===== config.mk =====
export PLATFORM = sky130hd
export DESIGN_NAME = servo_bus_packet_framer
export DESIGN_NICKNAME = d
export VERILOG_FILES = /design/src/rtl/svpf_pkg.sv /design/src/rtl/svpf_front.sv /design/src/rtl/svpf_queue.sv /design/src/rtl/svpf_back.sv /design/src/rtl/servo_bus_packet_framer.sv
export SDC_FILE = /design/constraint.sdc
export NUM_CORES = 1
export LEC_CHECK = 0
export BUFFER_PORTS_ARGS = -buffer_cell sky130_fd_sc_hd__buf_2
export CAP_MARGIN = 15
export CORE_MARGIN = 2
export CORE_UTILIZATION = 35
export CTS_CLUSTER_DIAMETER = 40
export DETAILED_ROUTE_END_ITERATION = 16
export PLACE_DENSITY = 0.58
export SETUP_SLACK_MARGIN = 0.2
export SLEW_MARGIN = 30
export SYNTH_ARGS = -nofsm -noshare
export SYNTH_HDL_FRONTEND = slang
export SYNTH_SLANG_ARGS = --single-unit

===== constraint.sdc =====
create_clock -name clk -period 8.3 [get_ports clk]
set_input_delay 2.49 -clock clk [delete_from_list [all_inputs] [get_ports clk]]
set_output_delay 2.49 -clock clk [all_outputs]
set_load 0.02 [all_outputs]

===== src/rtl/svpf_pkg.sv =====
`default_nettype none
package svpf_pkg;

  // largest entry counts a sync packet may announce
  localparam int MAX_SYNC_WRITE_ENTRIES = 6;
  localparam int MAX_SYNC_READ_ENTRIES  = 24;

  // command codes as they arrive on the mode field
  typedef enum logic [1:0] {
    OP_TORQUE     = 2'd0,
    OP_WRITE_POS  = 2'd1,
    OP_SYNC_WRITE = 2'd2,
    OP_SYNC_READ  = 2'd3
  } op_t;

  // packet constants
  localparam logic [7:0] HDR_BYTE       = 8'hFF;
  localparam logic [7:0] BCAST_ID       = 8'hFE;
  localparam logic [7:0] INS_WRITE      = 8'h03;
  localparam logic [7:0] INS_SYNC_WRITE = 8'h83;
  localparam logic [7:0] INS_SYNC_READ  = 8'h82;
  localparam logic [7:0] ADDR_TORQUE    = 8'h28;
  localparam logic [7:0] ADDR_GOAL      = 8'h29;
  localparam logic [7:0] ADDR_PRESENT   = 8'h38;
  localparam logic [7:0] LEN_TORQUE     = 8'h05;
  localparam logic [7:0] LEN_WRITE_POS  = 8'h0A;
  localparam logic [7:0] SW_DATA_LEN    = 8'h07;
  localparam logic [7:0] SR_DATA_LEN    = 8'h06;
  localparam logic [7:0] SYNC_LEN_BASE  = 8'h04;

  // byte position where a sync entry starts when no header goes first
  localparam logic [3:0] SYNC_ENTRY_POS = 4'd7;

  // one classified command handed from front to back
  typedef struct packed {
    op_t         op;
    logic        hdr;       // emit sync header before the entry
    logic        chk;       // close the packet with the checksum
    logic [7:0]  len;       // length byte of a sync header
    logic [7:0]  servo_id;
    logic        enable;
    logic [7:0]  acceleration;
    logic [15:0] position;
    logic [15:0] move_time;
    logic [15:0] move_speed;
  } job_t;

endpackage
`default_nettype wire


===== src/rtl/svpf_front.sv =====
`default_nettype none
module svpf_front (
  input  wire logic               clk,
  input  wire logic               rst,
  input  wire logic               take,
  input  wire logic [1:0]         mode,
  input  wire logic [7:0]         servo_id,
  input  wire logic               enable,
  input  wire logic [7:0]         acceleration,
  input  wire logic [15:0]        position,
  input  wire logic [15:0]        move_time,
  input  wire logic [15:0]        move_speed,
  input  wire logic [4:0]         entry_count,
  output logic                    job_push,
  output svpf_pkg::job_t          job
);
  import svpf_pkg::*;

  logic [4:0] entries_left;
  logic [4:0] entries_left_next;
  logic       open_kind;
  logic       open_kind_next;

  logic       kind;
  logic       pkt_open;
  logic       bad_count;
  logic [4:0] left_now;

  // classify the command against the open sync packet
  always_comb begin
    kind      = mode[0];
    pkt_open  = (entries_left != 5'd0) && (open_kind == kind);
    bad_count = (entry_count == 5'd0) ||
                (kind ? (int'(entry_count) > MAX_SYNC_READ_ENTRIES)
                      : (int'(entry_count) > MAX_SYNC_WRITE_ENTRIES));
    left_now  = pkt_open ? entries_left : entry_count;

    job.op           = op_t'(mode);
    job.servo_id     = servo_id;
    job.enable       = enable;
    job.acceleration = acceleration;
    job.position     = position;
    job.move_time    = move_time;
    job.move_speed   = move_speed;
    job.len          = kind ? ({3'b000, entry_count} + SYNC_LEN_BASE)
                            : ({entry_count, 3'b000} + SYNC_LEN_BASE);
    job.hdr          = 1'b1;
    job.chk          = 1'b1;
    job_push         = 1'b0;
    entries_left_next = entries_left;
    open_kind_next    = open_kind;

    if (take) begin
      if (!mode[1]) begin
        // whole packet, any open sync packet is abandoned
        entries_left_next = 5'd0;
        job_push          = 1'b1;
      end else if (!pkt_open && bad_count) begin
        // dropped, nothing emitted
        entries_left_next = 5'd0;
      end else begin
        job_push          = 1'b1;
        job.hdr           = !pkt_open;
        entries_left_next = left_now - 5'd1;
        job.chk           = (left_now == 5'd1);
        open_kind_next    = kind;
      end
    end
  end

  // sync packet state
  always_ff @(posedge clk) begin
    if (rst) begin
      entries_left <= 5'd0;
      open_kind    <= 1'b0;
    end else begin
      entries_left <= entries_left_next;
      open_kind    <= open_kind_next;
    end
  end

endmodule
`default_nettype wire


===== src/rtl/svpf_queue.sv =====
`default_nettype none
module svpf_queue (
  input  wire logic               clk,
  input  wire logic               rst,
  input  wire logic               push,
  input  wire svpf_pkg::job_t     push_job,
  output logic                    full,
  input  wire logic               pop,
  output logic                    job_valid,
  output svpf_pkg::job_t          head_job
);
  import svpf_pkg::*;

  localparam int DEPTH = 2;
  localparam int PW    = $clog2(DEPTH);

  job_t            slots [DEPTH];
  logic [PW-1:0]   wr_ptr;
  logic [PW-1:0]   rd_ptr;
  logic [PW:0]     count;
  logic            do_push;
  logic            do_pop;

  assign full      = (count == (PW+1)'(DEPTH));
  assign job_valid = (count != '0);
  assign head_job  = slots[rd_ptr];
  assign do_push   = push && !full;
  assign do_pop    = pop && job_valid;

  // storage
  always_ff @(posedge clk) begin
    if (do_push) begin
      slots[wr_ptr] <= push_job;
    end
  end

  // pointers and fill count
  always_ff @(posedge clk) begin
    if (rst) begin
      wr_ptr <= '0;
      rd_ptr <= '0;
      count  <= '0;
    end else begin
      if (do_push) begin
        wr_ptr <= wr_ptr + 1'b1;
      end
      if (do_pop) begin
        rd_ptr <= rd_ptr + 1'b1;
      end
      if (do_push && !do_pop) begin
        count <= count + 1'b1;
      end else if (do_pop && !do_push) begin
        count <= count - 1'b1;
      end
    end
  end

endmodule
`default_nettype wire


===== src/rtl/svpf_back.sv =====
`default_nettype none
module svpf_back (
  input  wire logic               clk,
  input  wire logic               rst,
  input  wire logic               job_valid,
  input  wire svpf_pkg::job_t     job,
  output logic                    job_pop,
  output logic                    empty,
  input  wire logic               pop,
  output logic [7:0]              tx_byte,
  output logic                    packet_end,
  output logic                    last_of_item
);
  import svpf_pkg::*;

  logic [3:0] step;
  logic [3:0] pos;
  logic [3:0] last_data;
  logic [7:0] byte_val;
  logic       is_chk;
  logic       final_byte;
  logic       advance;
  logic [7:0] running_sum;
  logic       out_valid;

  // byte position inside the packet
  always_comb begin
    if ((job.op == OP_SYNC_WRITE || job.op == OP_SYNC_READ) && !job.hdr) begin
      pos = step + SYNC_ENTRY_POS;
    end else begin
      pos = step;
    end
  end

  // packet byte selection
  always_comb begin
    byte_val  = 8'h00;
    last_data = 4'd7;
    unique case (job.op)
      OP_TORQUE: begin
        last_data = 4'd7;
        unique case (pos)
          4'd0, 4'd1: byte_val = HDR_BYTE;
          4'd2:       byte_val = job.servo_id;
          4'd3:       byte_val = LEN_TORQUE;
          4'd4:       byte_val = INS_WRITE;
          4'd5:       byte_val = ADDR_TORQUE;
          4'd6:       byte_val = {7'b0, job.enable};
          default:    byte_val = 8'h00;
        endcase
      end
      OP_WRITE_POS: begin
        last_data = 4'd12;
        unique case (pos)
          4'd0, 4'd1: byte_val = HDR_BYTE;
          4'd2:       byte_val = job.servo_id;
          4'd3:       byte_val = LEN_WRITE_POS;
          4'd4:       byte_val = INS_WRITE;
          4'd5:       byte_val = ADDR_GOAL;
          4'd6:       byte_val = job.acceleration;
          4'd7:       byte_val = job.position[7:0];
          4'd8:       byte_val = job.position[15:8];
          4'd9:       byte_val = job.move_time[7:0];
          4'd10:      byte_val = job.move_time[15:8];
          4'd11:      byte_val = job.move_speed[7:0];
          4'd12:      byte_val = job.move_speed[15:8];
          default:    byte_val = 8'h00;
        endcase
      end
      OP_SYNC_WRITE: begin
        last_data = 4'd14;
        unique case (pos)
          4'd0, 4'd1: byte_val = HDR_BYTE;
          4'd2:       byte_val = BCAST_ID;
          4'd3:       byte_val = job.len;
          4'd4:       byte_val = INS_SYNC_WRITE;
          4'd5:       byte_val = ADDR_GOAL;
          4'd6:       byte_val = SW_DATA_LEN;
          4'd7:       byte_val = job.servo_id;
          4'd8:       byte_val = job.acceleration;
          4'd9:       byte_val = job.position[7:0];
          4'd10:      byte_val = job.position[15:8];
          4'd11:      byte_val = job.move_time[7:0];
          4'd12:      byte_val = job.move_time[15:8];
          4'd13:      byte_val = job.move_speed[7:0];
          4'd14:      byte_val = job.move_speed[15:8];
          default:    byte_val = 8'h00;
        endcase
      end
      OP_SYNC_READ: begin
        last_data = 4'd7;
        unique case (pos)
          4'd0, 4'd1: byte_val = HDR_BYTE;
          4'd2:       byte_val = BCAST_ID;
          4'd3:       byte_val = job.len;
          4'd4:       byte_val = INS_SYNC_READ;
          4'd5:       byte_val = ADDR_PRESENT;
          4'd6:       byte_val = SR_DATA_LEN;
          4'd7:       byte_val = job.servo_id;
          default:    byte_val = 8'h00;
        endcase
      end
      default: begin
        byte_val  = 8'h00;
        last_data = 4'd7;
      end
    endcase

    is_chk     = job.chk && (pos == last_data + 4'd1);
    final_byte = is_chk || (!job.chk && (pos == last_data));
    if (is_chk) begin
      byte_val = ~running_sum;
    end
  end

  // one byte per cycle into the output register when it is free or drained
  assign advance = job_valid && (!out_valid || pop);
  assign job_pop = advance && final_byte;
  assign empty   = !out_valid;

  // sequencer, checksum accumulator and output register
  always_ff @(posedge clk) begin
    if (rst) begin
      step        <= 4'd0;
      out_valid   <= 1'b0;
      running_sum <= 8'h00;
    end else begin
      if (advance) begin
        step      <= final_byte ? 4'd0 : (step + 4'd1);
        out_valid <= 1'b1;
        if (pos < 4'd2 || is_chk) begin
          running_sum <= 8'h00;
        end else begin
          running_sum <= running_sum + byte_val;
        end
      end else if (pop) begin
        out_valid <= 1'b0;
      end
    end
  end

  // result payload
  always_ff @(posedge clk) begin
    if (advance) begin
      tx_byte      <= byte_val;
      packet_end   <= is_chk;
      last_of_item <= final_byte;
    end
  end

endmodule
`default_nettype wire


===== src/rtl/servo_bus_packet_framer.sv =====
`default_nettype none
// channel   direction  handshake            payload
// command   in         push / full          mode servo_id enable acceleration position
//                                           move_time move_speed entry_count
// bytes     out        pop / empty          tx_byte packet_end last_of_item
//
// The back-end sequencer emits one byte per cycle while the byte side keeps up:
// 9 bytes for torque enable, 14 for write position, up to 16 for a sync entry
// that opens and closes a packet; a dropped sync entry emits nothing.
// A two-entry job queue lets the front take commands while bytes drain.
// rst is synchronous and clears the open sync packet and the job queue.
// A held pop stalls only the sequencer; full rises once the queue fills.
module servo_bus_packet_framer (
  input  wire logic        clk,
  input  wire logic        rst,
  input  wire logic        push,
  output logic             full,
  input  wire logic [1:0]  mode,
  input  wire logic [7:0]  servo_id,
  input  wire logic        enable,
  input  wire logic [7:0]  acceleration,
  input  wire logic signed [15:0] position,
  input  wire logic [15:0] move_time,
  input  wire logic [15:0] move_speed,
  input  wire logic [4:0]  entry_count,
  output logic             empty,
  input  wire logic        pop,
  output logic [7:0]       tx_byte,
  output logic             packet_end,
  output logic             last_of_item
);
  import svpf_pkg::*;

  logic take;
  logic job_push;
  job_t new_job;
  logic job_valid;
  job_t head_job;
  logic job_pop;

  // a command transfer
  assign take = push && !full;

  svpf_front u_front (
    .clk          (clk),
    .rst          (rst),
    .take         (take),
    .mode         (mode),
    .servo_id     (servo_id),
    .enable       (enable),
    .acceleration (acceleration),
    .position     (position),
    .move_time    (move_time),
    .move_speed   (move_speed),
    .entry_count  (entry_count),
    .job_push     (job_push),
    .job          (new_job)
  );

  svpf_queue u_queue (
    .clk       (clk),
    .rst       (rst),
    .push      (job_push),
    .push_job  (new_job),
    .full      (full),
    .pop       (job_pop),
    .job_valid (job_valid),
    .head_job  (head_job)
  );

  svpf_back u_back (
    .clk          (clk),
    .rst          (rst),
    .job_valid    (job_valid),
    .job          (head_job),
    .job_pop      (job_pop),
    .empty        (empty),
    .pop          (pop),
    .tx_byte      (tx_byte),
    .packet_end   (packet_end),
    .last_of_item (last_of_item)
  );

endmodule
`default_nettype wire


==> results of run 1 <==
-- metal layers --
metal	GRT usage (%)	vias to the layer above	wire [µm]
li1	-	3148	-
met1	24.91	3270	11460
met2	27.63	235	11500
met3	4.011	31	1577
met4	4.980	0	480
met5	0	-	0
-- worst max path at each step --
| stage | cells after the start | from | end | slack, ns |
|---|---|---|---|---|
| after global routing | 21 | register | u_back.running_sum[7]$_SDFFE_PP0P_ | 1.55 |
| after detailed placement | 21 | register | u_back.running_sum[7]$_SDFFE_PP0P_ | 2.27 |
| after global placement | 19 | register | u_back.running_sum[7]$_SDFFE_PP0P_ | 2.30 |
| after floorplan | 6 | mode[0] | u_queue.slots[0][0]$_DFFE_PP_ | 0.95 |
| after CTS | 20 | register | u_back.running_sum[7]$_SDFFE_PP0P_ | 2.23 |
| final | 20 | register | u_back.running_sum[7]$_SDFFE_PP0P_ | 2.11 |
-- power by group --
| part | leakage [µW] | switching, µW | internal [µW] |
|---|---|---|---|
| Clock | 0.000291 | 397 | 431 |
| Sequential | 0.00171 | 37.7 | 1140 |
| Combinational | 0.00174 | 427 | 229 |
-- logic make-up after synthesis --
family	after synthesis	synth area share, %
simple gates	198	10.28
flops	188	56.60
compound gates	187	13.94
mux	98	11.46
buf+inv	60	2.974
fa+ha+maj	21	2.830
xor+xnor	20	1.913
-- sequential cells by signal, summed over array words and instances (netlist names), named ones only --
signal	cells
u_back.last_of_item	1
u_back.step	4
u_back.out_valid	1
u_queue.slots	154
u_queue.wr_ptr	1
u_queue.rd_ptr	1
u_back.packet_end	1
u_back.running_sum	8
u_front.entries_left	5
u_queue.count	2
u_front.open_kind	1
u_back.tx_byte	8
-- placed cells by master (no fill, tap or decap), drive strengths merged, types with 13 or more instances in the layout --
cell type | Yosys | final
a21oi | 34 | 34
a22oi | 19 | 19
buf | 30 | 96
clkbuf | 7 | 17
dfxtp | 24 | 24
edfxtp | 164 | 164
ha | 20 | 20
inv | 21 | 30
mux2 | 42 | 42
mux2i | 53 | 53
nand2 | 47 | 47
nand3 | 18 | 18
nor2 | 55 | 55
nor2b | 13 | 13
nor3 | 25 | 25
o21ai | 33 | 33
xnor2 | 13 | 13
-- worst max-delay path, cell delays in order (launching register included) --
cell      delay, ns
dfxtp_4        0.78
mux2i_1        0.42
ha_1           0.44
or2_0          0.60
nand3_1        0.19
o22ai_1        0.65
nand2b_1       0.39
o22ai_1        0.26
a211oi_1       0.08
a311oi_1       0.43
nor4_1         0.09
a22oi_1        0.24
ha_1           0.31
a21oi_1        0.22
nor2b_1        0.07
o21a_1         0.18
o41ai_1        0.26
inv_1          0.11
a21o_1         0.18
a21o_1         0.15
nand3_1        0.07
-- through the flow --
stage               hold WS (ns)  worst slack (ns)  total power (µW)  cells
global route              0.5566             1.555              2794   1204
finish                    0.5068             2.109              2666   1204
floorplan                 0.4627            0.9494              1651    772
global placement          0.4949             2.300              1858   1171
CTS                       0.5160             2.233              2689   1204
detailed placement        0.5032             2.274              1856   1172
-- final cells by class --
class,instances,area [µm²]
Multi-Input combinational cell,524,3880
Tap cell,341,426.7
Fill cell,2605,15970
Clock inverter,15,170.2
Timing Repair Buffer,96,506.7
Inverter,23,86.33
Clock buffer,17,425.4
Sequential cell,188,5409
==> qor.csv, run 1 <==
stage,metric,value,unit
worst_setup_path,rrSetupSlack,2.11,ns
clocking,clockBufferDepth,2,
synth,synth.largest_area_cell,edfxtp_1,
route,wire_per_inst,20.77,µm
finish,fin_area,0.01090,mm²
placement,gp_congestion,0.9429,
synth,synth_cell_type_count,85,
die,top_level_ports,88,
global_route,antenna_found_initial,0,
clocking,root_buffer,clkbuf_16,
placement,dp_hpwl,18070,µm
clocking,path_clk_slew,0.07,ns
route,drt-pass1-iter-count,6,
timing,drv_slew,0,
synth,syn_nets,869,
placement,dpl_cell_area,0.01031,mm²
clocking,htree_levels,4,
run,cap_viol_max_count,0,
synth,synth_seq_cells,188,
route,drc,0,
global_route,grt_overflow_total,0,
power,ir_worst_vdd,0.0001464,V
finish,layout-drive-gt1-share,22.83,%
clocking,cts_inserted_buffers,17,
hold_path,worstHoldStart,u_back.out_valid$_SDFFE_PP0P_,
clocking,insertion_delay,0.44,ns
timing,tightest_slew,0.7919,ns
route,ant_nets,0,
synth,synthArstFlopShare,0,%
synth,ys.flop_type,edfxtp_1,
worst_setup_path,cp-end-kind,register,
timing,fin_crit,6.191,ns
timing,hold_viol,0,
synth,yosysTopAreaCellShare,51.57,%
timing,period_share,74.59,%
hold_path,hold_path_depth,2,
synth,netlist_instances,772,
route,vias,6684,
route,drt-initial-drc-count,582,
power,p_leak,0.003736,µW
finish,diodes,0,
die,die_h,169.2,µm
clocking,cts_tree,done,
placement,io_buffers,87,
timing,fmax,161.5,MHz
synth,synth.most_common_cell,edfxtp_1,
status,status,"complete, no violations",
timing,slew_headroom,46.96,%
route,via_per_inst,5.551,
global_route,grt_max_degree,57,
worst_setup_path,criticalPathCategory,reg2reg,
global_route,grt_pass1_wl,38050,µm
hold_path,holdPathEnd,u_back.out_valid$_SDFFE_PP0P_,
clocking,hold_buffers,0,
worst_setup_path,cp_max_fo,42,
worst_setup_path,crit_arrival,6.57,ns
global_route,grt_pass1_vias,6541,
power,power.density,244.5,mW/mm²
worst_setup_path,worstPathRequired,8.68,ns
timing,finalSetupViolCount,0,
synth,syn-cell-area,0.009550,mm²
finish,area_growth_syn_to_layout,14.18,%
global_route,track_usage,17.74,%
finish,nets,947,
synth,synth_edf_count,164,
hold_path,hp-class,reg2reg,
synth,synthTopCellsByCount,"edfxtp_1 (164), nor2_1 (53), mux2i_1 (52)",
synth,synth_top_cells_by_area,"edfxtp_1 (52%), mux2i_1 (5.5%), dfxtp_1 (5.0%), mux2_2 (4.8%), ha_1 (2.6%)",
worst_setup_path,rr_endpoint,u_back.running_sum[7]$_SDFFE_PP0P_,
worst_setup_path,r2r.worst_path.cells,20,
timing,rsz0062_at_grt,false,
clocking,clock-sinks,188,
synth,yosys_warnings,0,
clocking,cts_resized,0,
synth,seq_area_frac_synth,56.60,%
worst_setup_path,critPathLaunchType,register,
timing,tns,0,ns
die,fp.dieW,169.2,µm
clocking,postCtsSetupBuffers,0,
finish,utilization,40.57,%
timing,fin_skew,0.009857,ns
die,initial_core_util,35.54,%
die,rows,60,
die,die-area,0.02862,mm²
die,core-area,0.02688,mm²
synth,syn_area_per_cell,12.37,µm²
route,wl,25010,µm
No activity file was read; power rests on OpenSTA's default activity.
==> inputs of run 2 (changes only) <==
--- a/config.mk
+++ b/config.mk
@@ -5,6 +5,7 @@
 export SDC_FILE = /design/constraint.sdc
 export NUM_CORES = 1
 export LEC_CHECK = 0
+export ABC_AREA = 1
 export BUFFER_PORTS_ARGS = -buffer_cell sky130_fd_sc_hd__buf_2
 export CAP_MARGIN = 15
 export CORE_MARGIN = 2
==> constraint.sdc (replaced) <==
create_clock -name clk -period 6.2 [get_ports clk]
set_input_delay 1.86 -clock clk [delete_from_list [all_inputs] [get_ports clk]]
set_output_delay 1.86 -clock clk [all_outputs]
set_load 0.02 [all_outputs]
==> qor.csv, run 2 <==
stage,metric,value,unit,change
timing,tns,0,ns,unchanged
synth,synth_top_cells_by_area,"edfxtp_1 (53%), nand2_1 (14%), dfxtp_1 (5.1%), ha_1 (2.7%), a21oi_1 (2.5%)",,"was edfxtp_1 (52%), mux2i_1 (5.5%), dfxtp_1 (5.0%), mux2_2 (4.8%), ha_1 (2.6%)"
timing,period_share,81.15,%,was 74.59%
worst_setup_path,cp_max_fo,41,,was 42
route,via_per_inst,4.979,,was 5.551
die,fp.dieW,167.5,µm,was 169.2 µm
worst_setup_path,critical-path-max-stage-delay,0.51,ns,was 0.78 ns
worst_setup_path,cp-end-kind,register,,unchanged
synth,synth_cell_type_count,50,,was 85
placement,gp_congestion,0.9155,,was 0.9429
clocking,cts_tree,done,,unchanged
worst_setup_path,crit_family,simple AND/OR/NAND/NOR gates,,was compound AO/OA/AOI/OAI gates
clocking,path_clk_slew,0.08,ns,was 0.07 ns
die,die_h,167.5,µm,was 169.2 µm
finish,mostFrequentLayoutCells,"nand2_1 (360), edfxtp_1 (164), buf_2 (87)",,"was edfxtp_1 (164), buf_2 (87), nor2_1 (53)"
power,combPwrFrac,20.7,%,was 24.6%
worst_setup_path,worstPathRequired,6.57,ns,was 8.68 ns
placement,io_buffers,87,,unchanged
timing,finalSetupViolCount,0,,unchanged
finish,top_register,u_queue.slots,,unchanged
route,wire_per_inst,16.75,µm,was 20.77 µm
finish,area_growth_syn_to_layout,15.09,%,was 14.18%
synth,ys.flop_type,edfxtp_1,,unchanged
timing,slew_headroom,45.52,%,was 46.96%
worst_setup_path,critPathSlowestCell,nor2_2,,was dfxtp_4
timing,fmax,198.8,MHz,was 161.5 MHz
synth,synth_seq_cells,188,,unchanged
timing,fin_hold_ws,0.4704,ns,was 0.5068 ns
route,wl,23590,µm,was 25010 µm
route,ant_nets,0,,unchanged
timing,drv_slew,0,,unchanged
global_route,grt_overflow_total,0,,unchanged
power,p_leak,0.004374,µW,was 0.003736 µW
worst_setup_path,rrSetupSlack,1.17,ns,was 2.11 ns
global_route,grt_pass1_vias,6760,,was 6541
power,ir_worst_vdd,0.0001680,V,was 0.0001464 V
global_route,grt_util_met1,23.29,%,was 24.91%
synth,synth_edf_count,164,,unchanged
clocking,clockBufferDepth,2,,unchanged
die,rows,59,,was 60
synth,synth.most_common_cell,nand2_1,,was edfxtp_1
route,drt-pass1-iter-count,12,,was 6
die,top_level_ports,88,,unchanged
finish,nets,1156,,was 947
hold_path,hp-class,reg2reg,,unchanged
clocking,cts_inserted_buffers,17,,unchanged
global_route,grt_use_met2,27.87,%,was 27.63%
global_route,track_usage,17.37,%,was 17.74%
global_route,grt_pass1_wl,37360,µm,was 38050 µm
finish,fin_area,0.01077,mm²,was 0.01090 mm²
synth,syn_area_per_cell,9.611,µm²,was 12.37 µm²
status,status,finished with violations,,"was complete, no violations"
worst_setup_path,critPathLaunchType,register,,unchanged
power,p_sw,1074,µW,was 860.8 µW
clocking,clock-sinks,188,,unchanged
timing,rsz0062_at_grt,false,,unchanged
synth,synth.largest_area_cell,edfxtp_1,,unchanged
timing,tightest_slew,0.8173,ns,was 0.7919 ns
synth,synthArstFlopShare,0,%,unchanged
die,die-area,0.02807,mm²,was 0.02862 mm²
synth,yosys_warnings,0,,unchanged
finish,reg_top3,"u_queue.slots (154), u_back.running_sum (8), u_back.tx_byte (8)",,unchanged
clocking,hold_buffers,0,,unchanged
power,p_seq_share,46.4,%,was 44.4%
timing,fin_skew,0.01183,ns,was 0.009857 ns
worst_setup_path,crit_arrival,5.40,ns,was 6.57 ns
synth,yosysTopAreaCellShare,52.61,%,was 51.57%
clocking,htree_levels,4,,unchanged
clocking,insertion_delay,0.44,ns,about the same
run,cap_viol_max_count,0,,unchanged
placement,dpl_cell_area,0.01015,mm²,was 0.01031 mm²
placement,dp_hpwl,16820,µm,was 18070 µm
power,clock_power_share,32.9,%,was 31.0%
clocking,postCtsSetupBuffers,0,,unchanged
global_route,antenna_found_initial,0,,unchanged
power,switching_share,32.16,%,was 32.29%
clocking,root_buffer,clkbuf_16,,unchanged
route,drt-initial-drc-count,510,,was 582
finish,final_common_cell,nand2_1,,was edfxtp_1
synth,synthTopCellsByCount,"nand2_1 (360), edfxtp_1 (164), inv_1 (59)",,"was edfxtp_1 (164), nor2_1 (53), mux2i_1 (52)"
status,violations,design-rule violations,,
synth,syn_nets,1071,,was 869
timing,hold_viol,0,,unchanged
worst_setup_path,worst-path-buf-inv,5,,was 1
route,drc,6,,was 0
power,power.density,310.1,mW/mm²,was 244.5 mW/mm²
power,intPower,2266,µW,was 1805 µW
synth,syn-cell-area,0.009361,mm²,was 0.009550 mm²
worst_setup_path,criticalPathCategory,reg2reg,,unchanged
global_route,grt-busiest-layer,met2,,unchanged
synth,netlist_instances,974,,was 772
die,core-area,0.02613,mm²,was 0.02688 mm²
clocking,cts_resized,0,,unchanged
timing,fin_crit,5.031,ns,was 6.191 ns
synth,seq_area_frac_synth,57.74,%,was 56.60%
finish,layout-drive-gt1-share,17.91,%,was 22.83%
route,vias,7010,,was 6684
global_route,met3_usage,3.947,%,was 4.011%
global_route,grt_max_degree,79,,was 57
finish,largest_reg_flops,154,,unchanged
die,initial_core_util,35.82,%,was 35.54%
==> run 2: cell count changes in the layout (fill, tap and decap cells not counted), moves of 12 or more <==
| cell | change |
|---|---|
| nand3_1 | +16 |
| nor2b_1 | -12 |
| nand2_2 | +13 |
| nand2_1 | +314 |
| mux2_2 | -41 |
| inv_1 | +38 |
| mux2i_1 | -43 |
| a22oi_1 | -19 |
| nor3_1 | -22 |
| a21oi_1 | +13 |
==> run 2: path summary, 6_finish.rpt <==
kind                                from                                  to  depth (start not counted)
min          u_queue.rd_ptr$_SDFFE_PP0P_         u_queue.rd_ptr$_SDFFE_PP0P_                          1
max reg2reg                     register  u_back.running_sum[7]$_SDFFE_PP0P_                         31
max                             register  u_back.running_sum[7]$_SDFFE_PP0P_                         31
min reg2reg  u_queue.rd_ptr$_SDFFE_PP0P_         u_queue.rd_ptr$_SDFFE_PP0P_                          1
==> run 2: kinds of logic after synthesis <==
| group | share of synthesized area, % |
|---|---|
| multiplexers | 0.9623 |
| buffers and inverters | 4.330 |
| adder cells (fa/ha/maj) | 2.887 |
| flip-flops | 57.74 |
| AO/OA/AOI/OAI | 8.955 |
| XOR/XNOR | 0.9356 |
| AND/OR/NAND/NOR | 24.19 |
==> run 2: cell type report <==
type / count / area [µm²]
clock inverters: 15 / 192.7
fillers: 2582 / 15360
multi-input cells: 687 / 3566
clock buffers: 17 / 425.4
repair buffers: 94 / 495.5
flip-flops and latches: 188 / 5406
inverters: 71 / 266.5
well taps: 335 / 419.2
diodes: 1 / 2.502
==> run 2: through the flow <==
step / util, % / instances / power [µW] / setup slack [ns]
3_3_place_gp: 38.83 / 1375 / 2270 / 1.350
6_report: 41.23 / 1408 / 3341 / 1.169
3_5_place_dp: 38.85 / 1375 / 2272 / 1.159
4_1_cts: 41.22 / 1407 / 3367 / 1.157
2_1_floorplan: - / 974 / 2045 / 1.065
5_1_grt: 41.22 / 1407 / 3512 / 0.5353
==> run 2: metal layers <==
layer | wire length (µm) | vias to the layer above
met1 | 10650 | 3308
met3 | 1411 | 34
met4 | 581 | 0
met5 | 0 | -
met2 | 10950 | 206
li1 | - | 3462
==> run 2: power by group through the flow <==
stage / clock, µW / combinational, µW / sequential, µW
floorplan: 0 / 447 / 1600
global placement: 0 / 689 / 1580
detailed placement: 0 / 692 / 1580
CTS: 1120 / 695 / 1550
global route: 1180 / 772 / 1560
finish: 1100 / 690 / 1550
==> run 2: worst reg2reg max path, delay by kind of cell (launching register included) <==
family	cells	cell delay, ns
simple gates	16	2.13
compound gates	8	1.35
buf+inv	5	0.63
fa+ha+maj	2	0.54
flops	1	0.33
